$ cat config.mk
export PLATFORM = sky130hd
export DESIGN_NAME = lcs_table_and_traceback
export DESIGN_NICKNAME = d
export VERILOG_FILES = /design/src/rtl/lcs_pkg.sv /design/src/rtl/lcs_ram.sv /design/src/rtl/lcs_cell.sv /design/src/rtl/lcs_table_and_traceback.sv
export SDC_FILE = /design/constraint.sdc
export NUM_CORES = 2
export LEC_CHECK = 0
export ABC_AREA = 1
export BUFFER_PORTS_ARGS = -buffer_cell sky130_fd_sc_hd__buf_2
export CAP_MARGIN = 20
export CORE_UTILIZATION = 64
export CTS_CLUSTER_SIZE = 14
export DETAILED_ROUTE_END_ITERATION = 7
export PLACE_DENSITY = 0.8
export SLEW_MARGIN = 0
export SYNTH_ARGS = -nofsm -noshare
export SYNTH_HDL_FRONTEND = slang
export SYNTH_SLANG_ARGS = --single-unit
$ cat constraint.sdc
create_clock -name clk -period 22.8 [get_ports clk]
set_input_delay 6.84 -clock clk [delete_from_list [all_inputs] [get_ports clk]]
set_output_delay 6.84 -clock clk [all_outputs]
set_load 0.02 [all_outputs]
$ cat src/rtl/lcs_pkg.sv
// Shared types and codes for the longest common subsequence block.
package lcs_pkg;

    // Width of every length, row and column value on the result ports.
    localparam int LEN_W = 6;
    // Width of the traceback result counter.
    localparam int CNT_W = 7;
    // Width of the symbol field on the input port.
    localparam int SYM_W = 16;

    // Operation codes.
    localparam logic [1:0] OP_LOAD  = 2'd0;
    localparam logic [1:0] OP_FEED  = 2'd1;
    localparam logic [1:0] OP_TRACE = 2'd2;

    // Direction codes of a table cell.
    localparam logic [1:0] DIR_EDGE = 2'd0;
    localparam logic [1:0] DIR_DIAG = 2'd1;
    localparam logic [1:0] DIR_UP   = 2'd2;
    localparam logic [1:0] DIR_LEFT = 2'd3;

    // One input item.
    typedef struct packed {
        logic [1:0]        operation;
        logic signed [SYM_W-1:0] symbol;
        logic              first;
    } item_t;

    // One result item.
    typedef struct packed {
        logic [LEN_W-1:0] length;
        logic [LEN_W-1:0] row;
        logic [LEN_W-1:0] col;
        logic [1:0]       direction;
        logic             overflow;
        logic             last;
    } result_t;

    // Wavefront token handed from one cell to the next.
    typedef struct packed {
        logic             active;
        logic [LEN_W-1:0] left_new;
        logic [LEN_W-1:0] left_old;
    } token_t;

    // Broadcast controls from the sequencer to every cell.
    typedef struct packed {
        logic clear_rows;
        logic load;
    } cell_ctrl_t;

    // What the active cell reports back; zero from inactive cells.
    typedef struct packed {
        logic [LEN_W-1:0] value;
        logic [1:0]       direction;
    } cell_out_t;

endpackage

$ cat src/rtl/lcs_ram.sv
// Generic single-write, single-read RAM with registered read data.
module lcs_ram #(
    parameter int WIDTH = 2,
    parameter int DEPTH = 1024
) (
    input  logic                     clk,
    input  logic                     we,
    input  logic [$clog2(DEPTH)-1:0] waddr,
    input  logic [WIDTH-1:0]         wdata,
    input  logic                     re,
    input  logic [$clog2(DEPTH)-1:0] raddr,
    output logic [WIDTH-1:0]         rdata
);

    logic [WIDTH-1:0] mem [DEPTH];

    // Write port.
    always_ff @(posedge clk)
    begin
        if (we)
        begin
            mem[waddr] <= wdata;
        end
    end

    // Registered read port.
    always_ff @(posedge clk)
    begin
        if (re)
        begin
            rdata <= mem[raddr];
        end
    end

endmodule

$ cat src/rtl/lcs_cell.sv
// One column cell: holds one B symbol and that column's latest row length.
module lcs_cell #(
    parameter int SYMBOL_WIDTH = 16
) (
    input  logic                    clk,
    input  logic                    rst_n,
    input  lcs_pkg::cell_ctrl_t     ctrl,
    input  logic                    load_sel,
    input  logic                    used,
    input  logic [SYMBOL_WIDTH-1:0] load_symbol,
    input  logic [SYMBOL_WIDTH-1:0] cmp_symbol,
    input  lcs_pkg::token_t         tok_in,
    output lcs_pkg::token_t         tok_out,
    output lcs_pkg::cell_out_t      cell_out
);

    logic [SYMBOL_WIDTH-1:0]   seq_reg;
    logic [lcs_pkg::LEN_W-1:0] len_reg;
    logic [lcs_pkg::LEN_W-1:0] len_next;
    lcs_pkg::token_t           tok_reg;
    lcs_pkg::token_t           tok_next;
    logic                      act;
    logic [lcs_pkg::LEN_W-1:0] new_value;
    logic [1:0]                new_dir;

    // Cell update: match takes the diagonal, otherwise upper wins ties.
    always_comb
    begin
        act = tok_in.active && used;
        if (cmp_symbol == seq_reg)
        begin
            new_value = tok_in.left_old + lcs_pkg::LEN_W'(1);
            new_dir   = lcs_pkg::DIR_DIAG;
        end
        else if (len_reg >= tok_in.left_new)
        begin
            new_value = len_reg;
            new_dir   = lcs_pkg::DIR_UP;
        end
        else
        begin
            new_value = tok_in.left_new;
            new_dir   = lcs_pkg::DIR_LEFT;
        end

        if (ctrl.clear_rows)
        begin
            len_next = '0;
        end
        else if (act)
        begin
            len_next = new_value;
        end
        else
        begin
            len_next = len_reg;
        end

        tok_next.active   = act;
        tok_next.left_new = new_value;
        tok_next.left_old = len_reg;

        cell_out.value     = act ? new_value : '0;
        cell_out.direction = act ? new_dir : lcs_pkg::DIR_EDGE;
    end

    // Row length and outgoing token.
    always_ff @(posedge clk or negedge rst_n)
    begin
        if (!rst_n)
        begin
            len_reg <= '0;
            tok_reg <= '0;
        end
        else
        begin
            len_reg <= len_next;
            tok_reg <= tok_next;
        end
    end

    // Stored symbol.
    always_ff @(posedge clk)
    begin
        if (ctrl.load && load_sel)
        begin
            seq_reg <= load_symbol;
        end
    end

    assign tok_out = tok_reg;

endmodule

$ cat src/rtl/lcs_table_and_traceback.sv
// Top level: sequencer, chain of column cells and direction memory for LCS.
//
//  Channel  | Ports                  | Transfer
//  ---------+------------------------+------------------------------------
//  input    | start, busy, item      | edge with start high and busy low
//  result   | strobe, result         | every edge that ends a strobe cycle
//
// A load, a feed that finds B empty or a sequence full, and an unused code
// give one result in the cycle after the transfer. A feed computes its row
// as a wavefront through the cells, one column a cycle, and gives its result
// once the last column of B is done. A traceback reads the direction memory
// through an address state and a data state for each path cell, and a path
// that reaches row 0 or column 0 closes with a result for its edge cell.
// Reset clears lengths and control; no clearing pass is needed. The
// receiver cannot stall, and busy is low again when the last result shows.
module lcs_table_and_traceback #(
    parameter int MAX_LEN      = 32,
    parameter int SYMBOL_WIDTH = 16
) (
    input  logic             clk,
    input  logic             rst_n,
    input  logic             start,
    input  lcs_pkg::item_t   item,
    output logic             busy,
    output logic             strobe,
    output lcs_pkg::result_t result
);

    localparam int DEPTH = MAX_LEN * MAX_LEN;
    localparam int AW    = $clog2(DEPTH);
    localparam int LW    = lcs_pkg::LEN_W;

    localparam logic [1:0] S_IDLE    = 2'd0;
    localparam logic [1:0] S_ROW     = 2'd1;
    localparam logic [1:0] S_TR_ADDR = 2'd2;
    localparam logic [1:0] S_TR_DATA = 2'd3;

    logic [1:0]                state_reg, state_next;
    logic [LW-1:0]             b_len_reg, b_len_next;
    logic [LW-1:0]             a_len_reg, a_len_next;
    logic [LW-1:0]             len_reg, len_next;
    logic [LW-1:0]             col_reg, col_next;
    logic [LW-1:0]             tr_i_reg, tr_i_next;
    logic [LW-1:0]             tr_j_reg, tr_j_next;
    logic [lcs_pkg::CNT_W-1:0] tr_k_reg, tr_k_next;
    logic [SYMBOL_WIDTH-1:0]   sym_reg, sym_next;
    lcs_pkg::token_t           tok0_reg, tok0_next;
    lcs_pkg::result_t          res_reg, res_next;
    logic                      strobe_reg, strobe_next;

    logic                      accept;
    logic [LW-1:0]             b_eff, a_eff, len_eff;
    logic [31:0]               sym_ext;
    logic [SYMBOL_WIDTH-1:0]   in_sym;
    lcs_pkg::cell_ctrl_t       ctrl;
    logic [MAX_LEN-1:0]        load_sel;
    logic [MAX_LEN-1:0]        used;
    lcs_pkg::token_t           tok [MAX_LEN+1];
    lcs_pkg::cell_out_t        cout [MAX_LEN];
    lcs_pkg::cell_out_t        cell_or;

    logic                      ram_we, ram_re;
    logic [AW-1:0]             ram_waddr, ram_raddr;
    logic [1:0]                ram_rdata;
    logic [1:0]                tr_dir;
    logic                      tr_done;

    assign accept  = start && (state_reg == S_IDLE);
    assign busy    = (state_reg != S_IDLE);
    assign strobe  = strobe_reg;
    assign result  = res_reg;

    // Symbol as stored: sign-extended or cut to the compare width.
    assign sym_ext = {{(32 - lcs_pkg::SYM_W){item.symbol[lcs_pkg::SYM_W-1]}}, item.symbol};
    assign in_sym  = sym_ext[SYMBOL_WIDTH-1:0];

    // Sizes as the item sees them once a new problem has cleared them.
    assign b_eff   = item.first ? '0 : b_len_reg;
    assign a_eff   = item.first ? '0 : a_len_reg;
    assign len_eff = item.first ? '0 : len_reg;

    // Per-cell select lines.
    always_comb
    begin
        for (int k = 0; k < MAX_LEN; k++)
        begin
            load_sel[k] = (32'(b_eff) == k);
            used[k]     = (32'(b_len_reg) > k);
        end
    end

    // Chain of column cells.
    assign tok[0] = tok0_reg;
    for (genvar g = 0; g < MAX_LEN; g++)
    begin : g_cell
        lcs_cell #(
            .SYMBOL_WIDTH(SYMBOL_WIDTH)
        ) u_cell (
            .clk        (clk),
            .rst_n      (rst_n),
            .ctrl       (ctrl),
            .load_sel   (load_sel[g]),
            .used       (used[g]),
            .load_symbol(in_sym),
            .cmp_symbol (sym_reg),
            .tok_in     (tok[g]),
            .tok_out    (tok[g+1]),
            .cell_out   (cout[g])
        );
    end

    // Only the active cell reports nonzero, so an OR picks it out.
    always_comb
    begin
        cell_or = '0;
        for (int k = 0; k < MAX_LEN; k++)
        begin
            cell_or.value     = cell_or.value | cout[k].value;
            cell_or.direction = cell_or.direction | cout[k].direction;
        end
    end

    // Direction memory: one write per wavefront step, one read per path cell.
    assign ram_we    = (state_reg == S_ROW);
    assign ram_waddr = AW'(32'(a_len_reg) * MAX_LEN + 32'(col_reg));
    assign ram_re    = (state_reg == S_TR_ADDR);
    assign ram_raddr = AW'((32'(tr_i_reg) - 1) * MAX_LEN + (32'(tr_j_reg) - 1));

    lcs_ram #(
        .WIDTH(2),
        .DEPTH(DEPTH)
    ) u_dir_ram (
        .clk  (clk),
        .we   (ram_we),
        .waddr(ram_waddr),
        .wdata(cell_or.direction),
        .re   (ram_re),
        .raddr(ram_raddr),
        .rdata(ram_rdata)
    );

    assign tr_dir  = ram_rdata;
    assign tr_done = (tr_dir == lcs_pkg::DIR_EDGE)
                  || (32'(tr_k_reg) + 1 >= 2 * MAX_LEN);

    // Sequencer.
    always_comb
    begin
        state_next      = state_reg;
        b_len_next      = b_len_reg;
        a_len_next      = a_len_reg;
        len_next        = len_reg;
        col_next        = col_reg;
        tr_i_next       = tr_i_reg;
        tr_j_next       = tr_j_reg;
        tr_k_next       = tr_k_reg;
        sym_next        = sym_reg;
        tok0_next       = tok0_reg;
        tok0_next.active = 1'b0;
        res_next        = res_reg;
        strobe_next     = 1'b0;
        ctrl            = '0;

        unique case (state_reg)
            S_IDLE:
            begin
                if (accept)
                begin
                    ctrl.clear_rows = item.first;
                    if (item.first)
                    begin
                        b_len_next = '0;
                        a_len_next = '0;
                        len_next   = '0;
                    end
                    res_next.length    = len_eff;
                    res_next.row       = '0;
                    res_next.col       = '0;
                    res_next.direction = lcs_pkg::DIR_EDGE;
                    res_next.overflow  = 1'b0;
                    res_next.last      = 1'b1;

                    unique case (item.operation)
                        lcs_pkg::OP_LOAD:
                        begin
                            strobe_next = 1'b1;
                            if (32'(b_eff) < MAX_LEN)
                            begin
                                // Appending to B drops the rows built so far.
                                ctrl.load       = 1'b1;
                                ctrl.clear_rows = 1'b1;
                                b_len_next      = b_eff + LW'(1);
                                a_len_next      = '0;
                                len_next        = '0;
                                res_next.length = '0;
                            end
                            else
                            begin
                                res_next.overflow = 1'b1;
                            end
                        end
                        lcs_pkg::OP_FEED:
                        begin
                            if (32'(a_eff) >= MAX_LEN)
                            begin
                                strobe_next       = 1'b1;
                                res_next.overflow = 1'b1;
                            end
                            else if (b_eff == '0)
                            begin
                                // Empty B: the row is just the zero edge.
                                strobe_next = 1'b1;
                                a_len_next  = a_eff + LW'(1);
                            end
                            else
                            begin
                                // Launch the wavefront into the first cell.
                                sym_next           = in_sym;
                                tok0_next.active   = 1'b1;
                                tok0_next.left_new = '0;
                                tok0_next.left_old = '0;
                                col_next           = '0;
                                state_next         = S_ROW;
                            end
                        end
                        lcs_pkg::OP_TRACE:
                        begin
                            tr_i_next  = a_eff;
                            tr_j_next  = b_eff;
                            tr_k_next  = '0;
                            state_next = S_TR_ADDR;
                        end
                        default:
                        begin
                            strobe_next = 1'b1;
                        end
                    endcase
                end
            end

            S_ROW:
            begin
                col_next = col_reg + LW'(1);
                if (col_reg == b_len_reg - LW'(1))
                begin
                    // Last column of B: its value is the LCS so far.
                    len_next           = cell_or.value;
                    a_len_next         = a_len_reg + LW'(1);
                    res_next.length    = cell_or.value;
                    res_next.row       = '0;
                    res_next.col       = '0;
                    res_next.direction = lcs_pkg::DIR_EDGE;
                    res_next.overflow  = 1'b0;
                    res_next.last      = 1'b1;
                    strobe_next        = 1'b1;
                    state_next         = S_IDLE;
                end
            end

            S_TR_ADDR:
            begin
                if (tr_i_reg != '0 && tr_j_reg != '0)
                begin
                    state_next = S_TR_DATA;
                end
                else
                begin
                    // Reached row 0 or column 0: the edge cell ends the run.
                    res_next.length    = len_reg;
                    res_next.row       = tr_i_reg;
                    res_next.col       = tr_j_reg;
                    res_next.direction = lcs_pkg::DIR_EDGE;
                    res_next.overflow  = 1'b0;
                    res_next.last      = 1'b1;
                    strobe_next        = 1'b1;
                    state_next         = S_IDLE;
                end
            end

            S_TR_DATA:
            begin
                res_next.length    = len_reg;
                res_next.row       = tr_i_reg;
                res_next.col       = tr_j_reg;
                res_next.direction = tr_dir;
                res_next.overflow  = 1'b0;
                res_next.last      = tr_done;
                strobe_next        = 1'b1;
                tr_k_next          = tr_k_reg + lcs_pkg::CNT_W'(1);
                if (tr_done)
                begin
                    state_next = S_IDLE;
                end
                else
                begin
                    state_next = S_TR_ADDR;
                    unique case (tr_dir)
                        lcs_pkg::DIR_DIAG:
                        begin
                            tr_i_next = tr_i_reg - LW'(1);
                            tr_j_next = tr_j_reg - LW'(1);
                        end
                        lcs_pkg::DIR_UP:
                        begin
                            tr_i_next = tr_i_reg - LW'(1);
                        end
                        default:
                        begin
                            tr_j_next = tr_j_reg - LW'(1);
                        end
                    endcase
                end
            end

            default:
            begin
                state_next = S_IDLE;
            end
        endcase
    end

    // Control registers.
    always_ff @(posedge clk or negedge rst_n)
    begin
        if (!rst_n)
        begin
            state_reg  <= S_IDLE;
            b_len_reg  <= '0;
            a_len_reg  <= '0;
            len_reg    <= '0;
            tok0_reg   <= '0;
            strobe_reg <= 1'b0;
        end
        else
        begin
            state_reg  <= state_next;
            b_len_reg  <= b_len_next;
            a_len_reg  <= a_len_next;
            len_reg    <= len_next;
            tok0_reg   <= tok0_next;
            strobe_reg <= strobe_next;
        end
    end

    // Payload registers.
    always_ff @(posedge clk)
    begin
        col_reg  <= col_next;
        tr_i_reg <= tr_i_next;
        tr_j_reg <= tr_j_next;
        tr_k_reg <= tr_k_next;
        sym_reg  <= sym_next;
        res_reg  <= res_next;
    end

endmodule
==> results.sh <==
export IMPL_outcome="complete, but fails checks"
export IMPL_violations="DRC"
export IMPL_worst_ep_required_time_ps=23560
export IMPL_rrSetupSlack_ps=15090
export IMPL_clock_latency_on_the_worst_skew_pair_ps=980
export IMPL_min_period_over_period_pct=43.7
export IMPL_maximum_number_of_pins_on_one_net_before_global_route_repair=259
export IMPL_path_cells="buf_2 > nor2_1 > inv_1 > o21ai_0 > clkinv_1 > nor2_4 > buf_4 > buf_4 > a21oi_1"
export IMPL_max_slew_worst_pin_slew_ps=1240
export IMPL_drt_iter0_drc=15000
export IMPL_setup_violations=0
export IMPL_placedInstanceArea_um2=146000
export IMPL_finalHoldWorstSlack_ps=399
export IMPL_numPortBuffers=45
export IMPL_finalWeightedCongestion=0.968
export IMPL_global_route_wire_length_before_repair_um=603000
export IMPL_io_pin_count=46
export IMPL_post_cts_resized=0
export IMPL_powerDensity_nw_per_um2=92.7
export IMPL_hold_path_class="reg2reg"
export IMPL_finalNetCount=13700
export IMPL_met1Wirelength_um=142000
export IMPL_async_reset_ff_share_pct=19.0
export IMPL_ys_flop_type="edfxtp_1"
export IMPL_clock_path_buffers=4
export IMPL_syn_cell_area_um2=144000
export IMPL_core_region_area_um2=223000
export IMPL_met2RoutedLength_um=189000
export IMPL_clock_sinks=3242
export IMPL_layout_commonest_cell="edfxtp_1"
export IMPL_cts_made_buffers=338
export IMPL_largest_register_ff_count=2048
export IMPL_globalRouteTotalUtil_pct=35.0
export IMPL_postSynthAreaPerCell_um2=10.6
export IMPL_cts_tree="built"
export IMPL_design_area_um2=157000
export IMPL_synth_edff_count=2625
export IMPL_synthCells=13600
export IMPL_post_cts_repair_setup_buffers=0
export IMPL_p_leak_uw=0.0570
export IMPL_initial_cell_density_of_the_core_pct=64.6
export IMPL_die_h_um=476
export IMPL_critical_path_most_common_cell="buf_4"
export IMPL_yosysWarningCount=0
export IMPL_number_of_routed_nets_with_antenna_violations=0
export IMPL_cp_top_family="buffers and inverters"
export IMPL_count_of_hold_fix_buffers_inserted_at_cts=0
export IMPL_globalRoute_totalOverflow=0
export IMPL_yosysSeqAreaShare_pct=65.4
export IMPL_finalClockSkew_ps=77.1
export IMPL_crit_path_max_fanout=88
export IMPL_timing_hold_violations_final=0
export IMPL_nFillCells=15000
export IMPL_cpPeakStageDelay_ps=960
export IMPL_number_of_antenna_violations_at_the_first_check_in_global_routing=14
export IMPL_mostFrequentLayoutCells="edfxtp_1, nor2_1, nand2_1, o21ai_0, nand3_1"
export IMPL_vias=105000
export IMPL_number_of_h_tree_branching_levels=5
export IMPL_critical_path_source_type="primary input"
export IMPL_vdd_ir_drop_worst_v=0.0000997
export IMPL_post_route_cells_drive_above_1_share_pct=6.55
export IMPL_totalWireLength_um=405000
export IMPL_final_setup_tns_ps=0
export IMPL_wl_per_cell_um=24.3
export IMPL_dr_pass1_iters=8
export IMPL_grt_setup_unrepaired="false"
export IMPL_regArea_um2=94300
export IMPL_row_count=173
export IMPL_first_global_vias=102000
export IMPL_die_w_um=476
export IMPL_count_of_different_cell_masters_after_synthesis=60
export IMPL_yosys_register_bits=3242
export IMPL_worstPathBufferInverterCount=5
export IMPL_drc=4
export IMPL_max_cap_viol_count=0
export IMPL_path_class="in2reg"
export IMPL_highest_attainable_clock_frequency_ghz=0.100
export IMPL_area_growth_synth_to_final_pct=9.13
export IMPL_critPathArrivalTime_ps=10720
export IMPL_post_dp_hpwl_um=239000
export IMPL_clockRootBuffer="clkbuf_16"
export IMPL_multiInputGateArea_um2=43700
export IMPL_timing_final_crit_period_ps=9960
export IMPL_viasPerCell=6.30
export IMPL_timing_slew_headroom_pct=17.7
export IMPL_die_area_um2=227000
export IMPL_maxSlewViolCount=0
export IMPL_path_clk_slew_ps=60
export IMPL_synth_fp_nets=13900
export IMPL_top_layer="met5"
export IMPL_critPathSlowestCell="buf_4"
export IMPL_met3_length_um=46300
export IMPL_worst_setup_path_end_kind="flip-flop"
==> cell families (layout without fill, tap and decap cells) <==
| kind of cell | count (synthesis) | count (layout) | synth area share [%] |
|---|---|---|---|
| XOR/XNOR | 532 | 532 | 3.24 |
| adder cells (fa/ha/maj) | 243 | 243 | 2.12 |
| AND/OR/NAND/NOR | 6024 | 6024 | 16.9 |
| buffers and inverters | 1493 | 1560 | 4.43 |
| flip-flops | 3242 | 3242 | 65.4 |
| AO/OA/AOI/OAI | 2105 | 2105 | 7.87 |
| other | 0 | 3 | 0 |
==> path summary, 6_finish.rpt <==
check                                                             start                                  endpoint  cells past startpoint
worst max-delay path                                           item[17]  g_cell[23].u_cell.len_reg[3]$_DFFE_PN0P_                      9
worst min-delay path            g_cell[0].u_cell.len_reg[0]$_DFFE_PN0P_     g_cell[0].u_cell.tok_out[0]$_DFF_PN0_                      0
worst max register to register                    sym_reg[11]$_DFFE_PP_           u_dir_ram.mem[785][1]$_DFFE_PP_                     14
worst min register to register  g_cell[0].u_cell.len_reg[0]$_DFFE_PN0P_     g_cell[0].u_cell.tok_out[0]$_DFF_PN0_                      0
max in group asynchronous                                         rst_n   g_cell[24].u_cell.tok_out[10]$_DFF_PN0_                      5
min in group asynchronous                                         rst_n     g_cell[1].u_cell.tok_out[3]$_DFF_PN0_                      1
==> Yosys cell counts, types with 2 or more instances <==
cell,n,share of area (%)
nand3_1,773,2.7
nand2_2,29,0.13
nor3_2,2,0.014
inv_4,2,0.0087
nand3b_1,16,0.083
nor2_2,25,0.11
a21o_1,8,0.042
nor2_4,13,0.10
buf_1,33,0.086
clkbuf_1,477,1.2
o21ai_0,1200,4.2
nand4_1,76,0.33
nor3_1,44,0.15
a31oi_1,10,0.043
nor2_1,2562,6.7
o211ai_1,18,0.094
clkinv_1,13,0.034
or2_0,2,0.0087
nor3_4,2,0.023
o21a_1,6,0.031
buf_4,22,0.11
nand2_1,2416,6.3
buf_2,166,0.58
o21bai_1,3,0.016
ha_1,242,2.1
nor3b_1,8,0.042
nand2_4,2,0.016
or2_2,17,0.074
a21oi_1,279,0.97
o21ai_1,46,0.16
a211oi_1,2,0.010
buf_6,65,0.51
and2_1,23,0.10
inv_1,677,1.8
inv_2,38,0.099
dfrtp_1,617,11
o2111ai_1,2,0.012
xnor2_1,150,0.91
xor2_1,380,2.3
and3_1,2,0.0087
o22ai_1,520,2.3
or2_1,3,0.013
o21ai_2,2,0.012
nor4_1,6,0.026
edfxtp_1,2625,55
==> area by class of cell <==
class | count | area share, %
flip-flops and latches | 3242 | 60.0
multi-input cells | 8904 | 27.8
repair buffers | 254 | 1.55
clock inverters | 140 | 0.819
inverters | 730 | 1.76
diodes | 3 | 0.00477
clock buffers | 436 | 5.77
well taps | 2975 | 2.37
==> report_power, final <==
| group | total (uW) | internal [uW] | switching (uW) |
|---|---|---|---|
| Sequential | 6750 | 6580 | 174 |
| Clock | 5280 | 3040 | 2240 |
| Combinational | 2540 | 665 | 1870 |
| Total | 14600 | 10300 | 4280 |
==> stage by stage <==
stage / setup slack, ps / util, % / total power (uW) / std cells
CTS: 12990 / 70.3 / 14500 / 16700
finish: 12840 / 70.5 / 14600 / 16700
detailed placement: 12010 / 65.6 / 9270 / 16100
floorplan: 3480 / - / 8390 / 13600
global route: 12610 / 70.5 / 15000 / 16700
global placement: 12070 / 65.5 / 9160 / 16100
==> metal layers <==
metal / vias up / track usage (%)
li1: 46200 / -
met1: 50500 / 45.1
met2: 6890 / 55.7
met3: 1455 / 6.36
met4: 8 / 21.5
met5: - / 0
(Power assumes the default switching activity.)
